File: src/design/assert_macros.svh
`ifndef ASSERT_MACROS_SVH
`define ASSERT_MACROS_SVH

// checked only while out of reset
`define AST_CHK(lbl, prop, msg) \
    lbl: assert property (@(posedge clk) disable iff (!rst_n) prop) else $error(msg);

// checked on every edge, reset included
`define AST_CHK_ALL(lbl, prop, msg) \
    lbl: assert property (@(posedge clk) prop) else $error(msg);

`endif

File: src/design/nqfs_pkg.sv
package nqfs_pkg;

    localparam int MAX_SIZE_DEF = 16;
    localparam int SIZE_W       = 5;
    localparam int ROW_W        = 4;
    localparam int PC_W         = 5;

    typedef enum logic [3:0] {
        COND_NEVER,
        COND_ALWAYS,
        COND_NOT_ACCEPT,
        COND_N_ZERO,
        COND_CAND_GE_N,
        COND_CHK_EQ_COL,
        COND_NO_CONFLICT,
        COND_COL_LAST,
        COND_COL_ZERO,
        COND_OUT_BUSY,
        COND_EMIT_LAST
    } cond_t;

    typedef struct packed {
        cond_t            cond;
        logic [PC_W-1:0]  target;
        logic             in_ready;
        logic             start;
        logic             chk_clr;
        logic             chk_inc;
        logic             cand_clr;
        logic             cand_inc;
        logic             cand_load;
        logic             col_inc;
        logic             col_dec;
        logic             ram_we;
        logic             rd_colm1;
        logic             out_ok;
        logic             out_fail;
    } ctrl_word_t;

    typedef struct packed {
        logic accept;
        logic n_zero;
        logic cand_ge_n;
        logic chk_eq_col;
        logic no_conflict;
        logic col_last;
        logic col_zero;
        logic out_busy;
        logic emit_last;
    } flags_t;

    localparam logic [PC_W-1:0] STEP_IDLE      = 5'd0;
    localparam logic [PC_W-1:0] STEP_SIZE_CHK  = 5'd1;
    localparam logic [PC_W-1:0] STEP_TRY       = 5'd2;
    localparam logic [PC_W-1:0] STEP_CHECK     = 5'd3;
    localparam logic [PC_W-1:0] STEP_TEST      = 5'd4;
    localparam logic [PC_W-1:0] STEP_NEXT_ROW  = 5'd5;
    localparam logic [PC_W-1:0] STEP_PLACE     = 5'd6;
    localparam logic [PC_W-1:0] STEP_ADVANCE   = 5'd7;
    localparam logic [PC_W-1:0] STEP_BACK      = 5'd8;
    localparam logic [PC_W-1:0] STEP_POP       = 5'd9;
    localparam logic [PC_W-1:0] STEP_RESUME    = 5'd10;
    localparam logic [PC_W-1:0] STEP_EMIT      = 5'd11;
    localparam logic [PC_W-1:0] STEP_EMIT_RD   = 5'd12;
    localparam logic [PC_W-1:0] STEP_EMIT_OUT  = 5'd13;
    localparam logic [PC_W-1:0] STEP_EMIT_NEXT = 5'd14;
    localparam logic [PC_W-1:0] STEP_EMIT_LOOP = 5'd15;
    localparam logic [PC_W-1:0] STEP_FAIL      = 5'd16;
    localparam logic [PC_W-1:0] STEP_FAIL_END  = 5'd17;

    // microprogram
    function automatic ctrl_word_t ucode_rom(input logic [PC_W-1:0] pc);
        ctrl_word_t w;
        w        = '0;
        w.cond   = COND_NEVER;
        w.target = STEP_IDLE;
        unique case (pc)
            STEP_IDLE:
            begin
                w.in_ready = 1'b1;
                w.start    = 1'b1;
                w.cond     = COND_NOT_ACCEPT;
                w.target   = STEP_IDLE;
            end
            STEP_SIZE_CHK:
            begin
                w.cond   = COND_N_ZERO;
                w.target = STEP_FAIL;
            end
            STEP_TRY:
            begin
                w.chk_clr = 1'b1;
                w.cond    = COND_CAND_GE_N;
                w.target  = STEP_BACK;
            end
            STEP_CHECK:
            begin
                w.cond   = COND_CHK_EQ_COL;
                w.target = STEP_PLACE;
            end
            STEP_TEST:
            begin
                w.chk_inc = 1'b1;
                w.cond    = COND_NO_CONFLICT;
                w.target  = STEP_CHECK;
            end
            STEP_NEXT_ROW:
            begin
                w.cand_inc = 1'b1;
                w.cond     = COND_ALWAYS;
                w.target   = STEP_TRY;
            end
            STEP_PLACE:
            begin
                w.ram_we = 1'b1;
                w.cond   = COND_COL_LAST;
                w.target = STEP_EMIT;
            end
            STEP_ADVANCE:
            begin
                w.col_inc  = 1'b1;
                w.cand_clr = 1'b1;
                w.cond     = COND_ALWAYS;
                w.target   = STEP_TRY;
            end
            STEP_BACK:
            begin
                w.cond   = COND_COL_ZERO;
                w.target = STEP_FAIL;
            end
            STEP_POP:
            begin
                w.col_dec  = 1'b1;
                w.rd_colm1 = 1'b1;
            end
            STEP_RESUME:
            begin
                w.cand_load = 1'b1;
                w.cond      = COND_ALWAYS;
                w.target    = STEP_TRY;
            end
            STEP_EMIT:
            begin
                w.chk_clr = 1'b1;
            end
            STEP_EMIT_RD:
            begin
                w.cond = COND_NEVER;
            end
            STEP_EMIT_OUT:
            begin
                w.out_ok = 1'b1;
                w.cond   = COND_OUT_BUSY;
                w.target = STEP_EMIT_OUT;
            end
            STEP_EMIT_NEXT:
            begin
                w.chk_inc = 1'b1;
                w.cond    = COND_EMIT_LAST;
                w.target  = STEP_IDLE;
            end
            STEP_EMIT_LOOP:
            begin
                w.cond   = COND_ALWAYS;
                w.target = STEP_EMIT_RD;
            end
            STEP_FAIL:
            begin
                w.out_fail = 1'b1;
                w.cond     = COND_OUT_BUSY;
                w.target   = STEP_FAIL;
            end
            STEP_FAIL_END:
            begin
                w.cond   = COND_ALWAYS;
                w.target = STEP_IDLE;
            end
            default:
            begin
                w.cond   = COND_ALWAYS;
                w.target = STEP_IDLE;
            end
        endcase
        return w;
    endfunction

endpackage

File: src/design/nqfs_ram.sv
module nqfs_ram #(
    parameter int WIDTH = 4,
    parameter int DEPTH = 16
) (
    input  logic                     clk,
    input  logic                     we,
    input  logic [$clog2(DEPTH)-1:0] waddr,
    input  logic [WIDTH-1:0]         wdata,
    input  logic [$clog2(DEPTH)-1:0] raddr,
    output logic [WIDTH-1:0]         rdata
);

    logic [WIDTH-1:0] mem [DEPTH];
    logic [WIDTH-1:0] rdata_reg;

    always_ff @(posedge clk)
    begin
        if (we)
        begin
            mem[waddr] <= wdata;
        end
        rdata_reg <= mem[raddr];
    end

    assign rdata = rdata_reg;

endmodule

File: src/design/nqfs_seq.sv
module nqfs_seq import nqfs_pkg::*; (
    input  logic       clk,
    input  logic       rst_n,
    input  flags_t     flags,
    output ctrl_word_t ctrl
);

    logic [PC_W-1:0] pc_reg;
    logic [PC_W-1:0] pc_next;
    logic            taken;

    assign ctrl = ucode_rom(pc_reg);

    always_comb
    begin
        case (ctrl.cond)
            COND_ALWAYS:      taken = 1'b1;
            COND_NOT_ACCEPT:  taken = !flags.accept;
            COND_N_ZERO:      taken = flags.n_zero;
            COND_CAND_GE_N:   taken = flags.cand_ge_n;
            COND_CHK_EQ_COL:  taken = flags.chk_eq_col;
            COND_NO_CONFLICT: taken = flags.no_conflict;
            COND_COL_LAST:    taken = flags.col_last;
            COND_COL_ZERO:    taken = flags.col_zero;
            COND_OUT_BUSY:    taken = flags.out_busy;
            COND_EMIT_LAST:   taken = flags.emit_last;
            default:          taken = 1'b0;
        endcase
        pc_next = taken ? ctrl.target : pc_reg + PC_W'(1);
    end

    always_ff @(posedge clk or negedge rst_n)
    begin
        if (!rst_n)
        begin
            pc_reg <= STEP_IDLE;
        end
        else
        begin
            pc_reg <= pc_next;
        end
    end

endmodule

File: src/design/n_queens_first_solution_core.sv
// Search: size check, then each row tried is tested against every earlier column in turn;
// a rejected row moves to the next row, a placed queen to the next column, and a backtrack
// resumes the previous column past its queen; one result per column follows, held on stall.
// Throughput: one request per completed search; the microcode sequencer is the limit.
// Reset (rst_n, async, active low) clears the sequencer, counters and output valid;
// the board store (1R1W RAM, registered read) is not cleared.
module n_queens_first_solution_core import nqfs_pkg::*; #(
    parameter int MAX_SIZE = MAX_SIZE_DEF
) (
    input  logic       clk,
    input  logic       rst_n,
    input  logic       s_tvalid,
    output logic       s_tready,
    input  logic [7:0] s_tdata,   // [4:0] board_size
    output logic       m_tvalid,
    input  logic       m_tready,
    output logic [7:0] m_tdata,   // [3:0] column_index, [7:4] queen_row
    output logic       m_tuser,   // [0] found
    output logic       m_tlast
);

    `include "assert_macros.svh"

    localparam int RAM_AW = $clog2(MAX_SIZE);

    ctrl_word_t ctrl;
    flags_t     flags;

    logic [SIZE_W-1:0] n_reg,    n_next;
    logic [SIZE_W-1:0] col_reg,  col_next;
    logic [SIZE_W-1:0] cand_reg, cand_next;
    logic [ROW_W-1:0]  chk_reg,  chk_next;

    logic              m_tvalid_reg, m_tvalid_next;
    logic              found_reg;
    logic [ROW_W-1:0]  col_idx_reg;
    logic [ROW_W-1:0]  row_reg;
    logic              last_reg;

    logic [SIZE_W-1:0] size_in;
    logic [SIZE_W-1:0] size_sat;
    logic [SIZE_W-1:0] col_m1;
    logic [SIZE_W-1:0] chk_ext;
    logic [SIZE_W-1:0] row_ext;
    logic [SIZE_W-1:0] dcol;
    logic [SIZE_W-1:0] drow;
    logic [ROW_W-1:0]  rd_row;
    logic [RAM_AW-1:0] raddr;
    logic              accept;
    logic              out_busy;
    logic              out_load;

    assign size_in  = s_tdata[SIZE_W-1:0];
    assign size_sat = (size_in > SIZE_W'(MAX_SIZE)) ? SIZE_W'(MAX_SIZE) : size_in;

    assign s_tready = ctrl.in_ready;
    assign accept   = s_tvalid && s_tready;
    assign out_busy = m_tvalid_reg && !m_tready;
    assign out_load = (ctrl.out_ok || ctrl.out_fail) && !out_busy;

    assign col_m1  = col_reg - SIZE_W'(1);
    assign chk_ext = {1'b0, chk_reg};
    assign row_ext = {1'b0, rd_row};
    // earlier column is always to the left, so the column distance is positive
    assign dcol    = col_reg - chk_ext;
    assign drow    = (row_ext > cand_reg) ? (row_ext - cand_reg) : (cand_reg - row_ext);

    assign raddr = ctrl.rd_colm1 ? col_m1[RAM_AW-1:0] : chk_reg[RAM_AW-1:0];

    nqfs_ram #(
        .WIDTH (ROW_W),
        .DEPTH (MAX_SIZE)
    ) u_board (
        .clk   (clk),
        .we    (ctrl.ram_we),
        .waddr (col_reg[RAM_AW-1:0]),
        .wdata (cand_reg[ROW_W-1:0]),
        .raddr (raddr),
        .rdata (rd_row)
    );

    always_comb
    begin
        flags.accept      = accept;
        flags.n_zero      = (n_reg == '0);
        flags.cand_ge_n   = (cand_reg >= n_reg);
        flags.chk_eq_col  = (chk_ext == col_reg);
        flags.no_conflict = (row_ext != cand_reg) && (dcol != drow);
        flags.col_last    = (col_reg + SIZE_W'(1) == n_reg);
        flags.col_zero    = (col_reg == '0);
        flags.out_busy    = out_busy;
        flags.emit_last   = (chk_ext + SIZE_W'(1) == n_reg);
    end

    nqfs_seq u_seq (
        .clk   (clk),
        .rst_n (rst_n),
        .flags (flags),
        .ctrl  (ctrl)
    );

    always_comb
    begin
        n_next    = n_reg;
        col_next  = col_reg;
        cand_next = cand_reg;
        chk_next  = chk_reg;
        if (ctrl.start && accept)
        begin
            n_next    = size_sat;
            col_next  = '0;
            cand_next = '0;
        end
        if (ctrl.chk_clr)
        begin
            chk_next = '0;
        end
        if (ctrl.chk_inc)
        begin
            chk_next = chk_reg + ROW_W'(1);
        end
        if (ctrl.cand_clr)
        begin
            cand_next = '0;
        end
        if (ctrl.cand_inc)
        begin
            cand_next = cand_reg + SIZE_W'(1);
        end
        if (ctrl.cand_load)
        begin
            cand_next = row_ext + SIZE_W'(1);
        end
        if (ctrl.col_inc)
        begin
            col_next = col_reg + SIZE_W'(1);
        end
        if (ctrl.col_dec)
        begin
            col_next = col_m1;
        end

        if (out_load)
        begin
            m_tvalid_next = 1'b1;
        end
        else if (m_tready)
        begin
            m_tvalid_next = 1'b0;
        end
        else
        begin
            m_tvalid_next = m_tvalid_reg;
        end
    end

    always_ff @(posedge clk or negedge rst_n)
    begin
        if (!rst_n)
        begin
            n_reg        <= '0;
            col_reg      <= '0;
            cand_reg     <= '0;
            chk_reg      <= '0;
            m_tvalid_reg <= 1'b0;
        end
        else
        begin
            n_reg        <= n_next;
            col_reg      <= col_next;
            cand_reg     <= cand_next;
            chk_reg      <= chk_next;
            m_tvalid_reg <= m_tvalid_next;
        end
    end

    // result payload
    always_ff @(posedge clk)
    begin
        if (out_load)
        begin
            found_reg   <= ctrl.out_ok;
            col_idx_reg <= ctrl.out_ok ? chk_reg : '0;
            row_reg     <= ctrl.out_ok ? rd_row : '0;
            last_reg    <= ctrl.out_fail || flags.emit_last;
        end
    end

    assign m_tvalid = m_tvalid_reg;
    assign m_tdata  = {row_reg, col_idx_reg};
    assign m_tuser  = found_reg;
    assign m_tlast  = last_reg;

    `AST_CHK(a_busy_after_accept, (s_tvalid && s_tready) |=> !s_tready, "request taken while busy")
    `AST_CHK(a_fail_is_last, (m_tvalid && !m_tuser) |-> m_tlast, "no-solution result not last")
    `AST_CHK(a_place_in_range, ctrl.ram_we |-> (cand_reg < n_reg), "queen placed off the board")
    `AST_CHK_ALL(a_no_valid_in_reset, !rst_n |-> !m_tvalid, "result valid during reset")

endmodule
File: config.mk
export PLATFORM = sky130hd
export DESIGN_NAME = n_queens_first_solution_core
export DESIGN_NICKNAME = d
export VERILOG_FILES = /design/src/design/nqfs_pkg.sv /design/src/design/nqfs_ram.sv /design/src/design/nqfs_seq.sv /design/src/design/n_queens_first_solution_core.sv
export VERILOG_INCLUDE_DIRS = /design/src /design/src/design
export SDC_FILE = /design/constraint.sdc
export NUM_CORES = 1
export LEC_CHECK = 0
export ABC_AREA = 1
export ABC_CLOCK_PERIOD_IN_PS = 2500
export BUFFER_PORTS_ARGS = -buffer_cell sky130_fd_sc_hd__buf_4
export CELL_PAD_IN_SITES_DETAIL_PLACEMENT = 1
export CELL_PAD_IN_SITES_GLOBAL_PLACEMENT = 1
export CORE_ASPECT_RATIO = 0.75
export CORE_MARGIN = 2
export CORE_UTILIZATION = 33
export DETAILED_ROUTE_END_ITERATION = 8
export PLACE_DENSITY_LB_ADDON = 0.1
export SLEW_MARGIN = 20
export SYNTH_ARGS = -nofsm -noshare
export SYNTH_HDL_FRONTEND = slang
export SYNTH_SLANG_ARGS = --single-unit
File: constraint.sdc
create_clock -name clk -period 2.5 [get_ports clk]
set_clock_uncertainty 0.15 [all_clocks]
set_input_delay 0.125 -clock clk [delete_from_list [all_inputs] [get_ports clk]]
set_output_delay 0.125 -clock clk [all_outputs]
set_load 0.005 [all_outputs]
==> results of run 1 <==
## cells in the mapped netlist (9+ instances only)
library cell	count	area share [%]
nor2_1	96	6.0
o21ai_1	24	2.0
edfxtp_1	74	37
buf_2	9	0.75
nand2_1	138	8.6
nand2_2	10	1.0
inv_1	70	4.4
dfrtp_1	25	10
o211ai_1	12	1.5
nand4_1	14	1.5
o21ai_0	23	1.9
nand3_1	51	4.2
o22ai_1	12	1.2
o221ai_1	10	1.5
xor2_1	10	1.5
ha_1	30	6.2
inv_2	11	0.68
a21oi_1	14	1.2
## final timing paths
kind | end | slack [ps]
worst max-delay path | u_seq.pc_reg[0] | -4
worst min-delay path | n_reg[4] | 20
worst max register to register | u_seq.pc_reg[0] | -4
worst min register to register | u_board.mem[10][0] | 380
max in group asynchronous | cand_reg[3] | 1810
min in group asynchronous | u_seq.pc_reg[2] | 90
## worst min-delay path: stages
cell	delay, ps
buf_4	110
nand2_1	70
buf_4	130
a21oi_1	60
## repair_timing
| action | in CTS | in global routing |
|---|---|---|
| gates resized for setup | 16 | 66 |
| endpoints found under the setup margin | 10 | 15 |
| endpoints found under the hold margin | 31 | 0 |
| hold buffers | 8 | 0 |
| pin swaps | 2 | 18 |
| buffers inserted | 3 | 4 |
## cell usage in the layout (no fill, tap or decap), drive strengths merged, types with 12 or more instances in the layout
master / instances
nand4: 14
buf: 104
ha: 30
o22ai: 12
edfxtp: 74
dfrtp: 25
a21oi: 15
o211ai: 12
inv: 83
o21ai: 48
nor2: 105
nand2: 153
nand3: 54
## layer usage
layer	GRT usage (%)	vias up	part of all wire, %
met2	32.2	92	43
met4	4.00	0	0.69
met5	0	-	0
met1	33.9	2667	53
li1	-	2559	-
met3	2.67	10	3.4
## cell type report
class / instances / area (um2) / share of cell area (%)
clock inverter: 6 / 77.6 / 0.997
sequential: 103 / 2930 / 37.7
timing repair buffer: 112 / 885 / 11.4
clock buffer: 10 / 229 / 2.94
multi-input combinational: 490 / 3050 / 39.1
inverter: 81 / 309 / 3.97
tap: 242 / 303 / 3.89
## cells by family (layout without fill, tap and decap cells)
logic type	count (synthesis)	after routing
fa+ha+maj	33	33
compound gates	102	102
simple gates	340	340
xor+xnor	15	15
buf+inv	93	209
flops	103	103
## where the power goes
group,leakage (nW),total [mW],internal [mW],switching (mW)
clock,0.147,1.49,0.796,0.693
combinational,2.14,6.22,2.41,3.81
sequential,1.04,2.43,2.20,0.225
total,3.34,10.1,5.40,4.73
==> results.md, run 1 <==
* Status: finished with violations
* Failing checks: setup timing
* Sink Count at 103
* CP Buf/Inv Count at 4
* Minimum hold slack at 19.8 ps
* Dpl cells at 1,013
* Final Slew Violations at 0
* First-pass GRT wire length at 32.0 mm
* Post-synthesis sequential area ratio at 48.6%
* Avg Vias per Cell at 5.10
* RSZ-0062 raised after global routing: yes
* Syn Area/Cell at 8.79 um2
* Detail Route Antenna Nets at 0
* Utilization after layout at 43.8%
* Die Width at 160 um
* Worst path arrival time at 2600 ps
* Initial Util at 33.9%
* Die area at 0.0194 mm2
* Fraction of synthesized area in multiplexers at 0%
* Final worst slack at -3.68 ps
* Slowest stage delay, CP at 400 ps
* WL final at 20.3 mm
* Simple-gate share of the synthesized area at 25.6%
* Yosys reg bits at 103
* Longest Clk Path Bufs at 2
* DRT iter0 DRCs at 393
* GRT Overall Usage at 21.7%
* Hpwl dp at 15.4 mm
* Initial antenna violation count at 0
* Port Buffer Count at 20
* VDD IR-drop max at 0.414 mV
* Top_reg_cell synth: edfxtp_1
* TNS Setup at -3.68 ps
* Area after DPL at 0.00701 mm2
* Clock slew at reported path FFs at 80 ps
* Cells after synthesis at 686
* YS warnings at 0
* Final instance area at 0.00778 mm2
* Stages on worst setup path at 14
* Ys async rst share at 24.3%
* Setup Crit Path Kind: reg2reg
* CP Capture Type: flip-flop
* Pwr dens at 1300 mW/mm2
* Max FFs per register at 64
* Post-Synth XOR/XNOR Area at 2.18%
* Top reg by flops: u_board.mem
* Hold Crit Start: s_tvalid
* Fraction of layout cells with a size suffix above 1 at 26.9%
* Fmax at 399 MHz
* # IOs at 24
* Reported max-cap violation count at 0
* Site Rows at 42
* Htree depth at 3
* R2r startpoint: u_seq.pc_reg[0]
* Overflow after GRT at 0
* DR vias at 5,328
* Worst Hold Class: in2reg
* Crit-path cells: inv_2, ha_4, inv_1, nor2_1, buf_4, nand2_8, nand2_2, nor3b_4, nand2_4, nor3_2, nand2_4, buf_4, nand3_1, nand2_1
* CP max stage cell: dfrtp_1
* Number of enable flip-flop cells after synthesis at 74
* Final setup fails at 1
* Finished Layout Cells at 1,044
* Mapped Nets at 731
* GP Congestion at 0.848
* Origin of the worst setup path: u_seq.pc_reg[0]
* Startpoint Class: flip-flop
* Area grow syn2layout at 29.1%
* Distinct cells, synth at 40
* Die Y at 121 um
* CTS tree: done
* Drt drc at 0
* CP delay by family, top: simple AND/OR/NAND/NOR gates
* Largest family of logic cells by synthesized area: simple AND/OR/NAND/NOR gates
* Period utilization at 100%
* Place WS at -217 ps
* Number of buffers created by CTS at 9
* Post-Syn Area at 0.00603 mm2
* Core Area at 0.0178 mm2
* Hold path depth at 4
* Drt pass-1 iters at 5
* Hold Violations, Final at 0
* Number of global-route vias before repair at 5,567
* Slew HR at 64.0%
* DR WL/cell at 19.4 um
* Final min period at 2500 ps
* Nets at 842
* Worst-Skew Late Latency at 360 ps
* Worst R2R Path Depth at 14
* Power Total at 10.1 mW
* Synth Area in Adders at 7.22%
* Compound-Gate Fraction of Synth Area at 10.3%
* Worst slew pin tran at 538 ps
* Largest net degree at the start of global routing at 33
* Crit path max fanout at 6
* Ant. Diodes at 0
* CTS Root Cell: clkbuf_16
* Leakage at 3.34 nW
* Critical Path RT at 2600 ps
* Layout fillers at 2,102
No activity file was read; power rests on OpenSTA's default activity.
==> run 2, diff against run 1 <==
Settings changed: GPL_TIMING_DRIVEN set to 0.
==> run 2 against run 1 <==
  * The run still ends with setup timing left
  * Cell area fell by 1.5%
  * Maximum frequency fell by 0.84%
  * Cell count fell by 3.4%
  * Utilization decreased by 0.68 points
  * Global-route usage fell by 0.076 points
  * Sequential cell count stayed put
  * Clock power is 5% lower
  * Non-clock buffer count shrank 38
  * Critical path type unchanged
  * Critical endpoint unchanged
  * Highest routed layer unchanged
==> results.md, run 2 (synthesis gave the netlist of run 1 again) <==
* Die area at 0.0194 mm2
* CTS tree: done
* Drt pass-1 iters at 5
* Detail Route Antenna Nets at 0
* Fmax at 396 MHz
* Utilization after layout at 43.1%
* Site Rows at 42
* Longest Clk Path Bufs at 2
* Slowest stage delay, CP at 500 ps
* Die Y at 121 um
* Final setup fails at 5
* Setup Crit Path Kind: reg2reg
* Nets at 806
* Commonest non-fill, non-tap cell in the layout: nand2_1
* Die Width at 160 um
* Drt drc at 0
* Worst Hold Class: in2async
* Worst slew pin tran at 673 ps
* Critical Path RT at 2600 ps
* Worst-Skew Late Latency at 360 ps
* Initial antenna violation count at 0
* Leakage at 3.18 nW
* # IOs at 24
* Number of buffers created by CTS at 9
* CP Capture Type: flip-flop
* Final worst slack at -24.8 ps
* DR WL/cell at 20.8 um
* RSZ-0062 raised after global routing: yes
* Crit path max fanout at 8
* Port Buffer Count at 20
* Failing checks: setup timing
* CP max stage cell: dfrtp_4
* Top reg by flops: u_board.mem
* CTS Root Cell: clkbuf_16
* WL final at 20.9 mm
* Number of global-route vias before repair at 5,290
* DR vias at 5,253
* Final Slew Violations at 0
* First-pass GRT wire length at 31.2 mm
* Avg Vias per Cell at 5.21
* Pwr dens at 1340 mW/mm2
* Fraction of layout cells with a size suffix above 1 at 28.2%
* Core Area at 0.0178 mm2
* Most common cell on crit path: nand2_2
* Largest net degree at the start of global routing at 26
* Hpwl dp at 14.5 mm
* Crit-path cells: inv_2, ha_4, buf_6, nand2_2, inv_2, nand3_2, nand3_4, nand2_4, nand2_1, nand3_1, nand2_1, nor2_2, nand3_2, nand2_4, nand3_4, nand2_2, nand2_2
* Startpoint Class: flip-flop
* Ant. Diodes at 0
* Worst path arrival time at 2630 ps
* Clock slew at reported path FFs at 80 ps
* GP Congestion at 0.854
* Period utilization at 101%
* Htree depth at 3
* Area grow syn2layout at 27.1%
* Hold Violations, Final at 0
* Max FFs per register at 64
* Overflow after GRT at 0
* DRT iter0 DRCs at 361
* GRT Overall Usage at 21.6%
* Place WS at -1340 ps
* Sink Count at 103
* Initial Util at 33.9%
* Commonest non-fill, non-tap cells in the layout: nand2_1, nor2_1, edfxtp_1
* Status: finished with violations
* Slew HR at 55.0%
* Reported max-cap violation count at 0
* Final min period at 2520 ps
* VDD IR-drop max at 0.432 mV
[run 2: cell types whose count changed in the layout (fill, tap and decap cells not counted), moves of 5 or more]
| cell | before | now |
|---|---|---|
| nor2_2 | 8 | 13 |
| inv_2 | 16 | 21 |
| buf_4 | 100 | 48 |
| inv_1 | 63 | 53 |
| buf_6 | 3 | 10 |
| nand2_2 | 14 | 22 |
| nor2_1 | 88 | 80 |
[run 2: metal layers]
| metal | track usage [%] | vias up | part of all wire (%) | routed length, um |
|---|---|---|---|---|
| met1 | 33.2 | 2637 | 52 | 11000 |
| li1 | - | 2488 | - | - |
| met5 | 0 | - | 0 | 0 |
| met4 | 5.69 | 0 | 1.5 | 312 |
| met2 | 31.7 | 107 | 42 | 8880 |
| met3 | 2.97 | 21 | 3.8 | 786 |
[run 2: stage by stage]
stage / cell area (um2) / std cells / hold WS (ps) / total power, mW / setup TNS [ps]
floorplan: 6030 / 686 / -321 / 5.76 / 0
global placement: 6480 / 948 / -72.9 / 7.11 / -7820
detailed placement: 6480 / 948 / -69.7 / 7.29 / -9410
CTS: 7160 / 992 / 82.9 / 9.34 / -495
global route: 7660 / 1008 / 113 / 11.0 / -870
finish: 7660 / 1008 / 76.9 / 10.2 / -60.1
[run 2: timing repair]
| item | CTS | global route |
|---|---|---|
| buffers inserted | 19 | 15 |
| endpoints found under the setup margin | 26 | 14 |
| gates resized for setup | 42 | 106 |
| pin swaps | 7 | 36 |
| hold buffers | 8 | 0 |
| cloned | 1 | 1 |
| hold endpoints to repair | 31 | 0 |
[run 2: area by class of cell]
type	count	area [um2]
Multi-Input combinational cell	492	3160
Clock inverter	7	67.6
Sequential cell	103	2950
Buffer	12	113
Inverter	81	325
Fill cell	2095	10100
Tap cell	242	303
Clock buffer	9	225
Timing Repair Buffer	62	524
[run 2: worst paths after layout]
check / from / end / slack (ps) / cells after the start
worst max-delay path: cand_reg[2] / u_seq.pc_reg[0] / -20 / 17
worst min-delay path: rst_n / u_seq.pc_reg[4] / 80 / 2
worst max register to register: cand_reg[2] / u_seq.pc_reg[0] / -20 / 17
worst min register to register: m_tvalid / m_tvalid / 470 / 2
max in group asynchronous: rst_n / cand_reg[1] / 1810 / 2
min in group clk: s_tdata[2] / n_reg[2] / 380 / 4
[run 2: report_power, final]
group	switching [mW]	internal, mW	leakage (nW)
registers	0.316	2.22	1.04
clock network	0.715	0.701	0.140
logic	3.98	2.31	2.01
total	5.01	5.23	3.18
[run 2: worst max-delay path, delay by kind of cell (launching register included)]
family | cells | cell delay (ps)
flip-flops | 1 | 500
adder cells (fa/ha/maj) | 1 | 200
AND/OR/NAND/NOR | 13 | 1290
buffers and inverters | 3 | 260
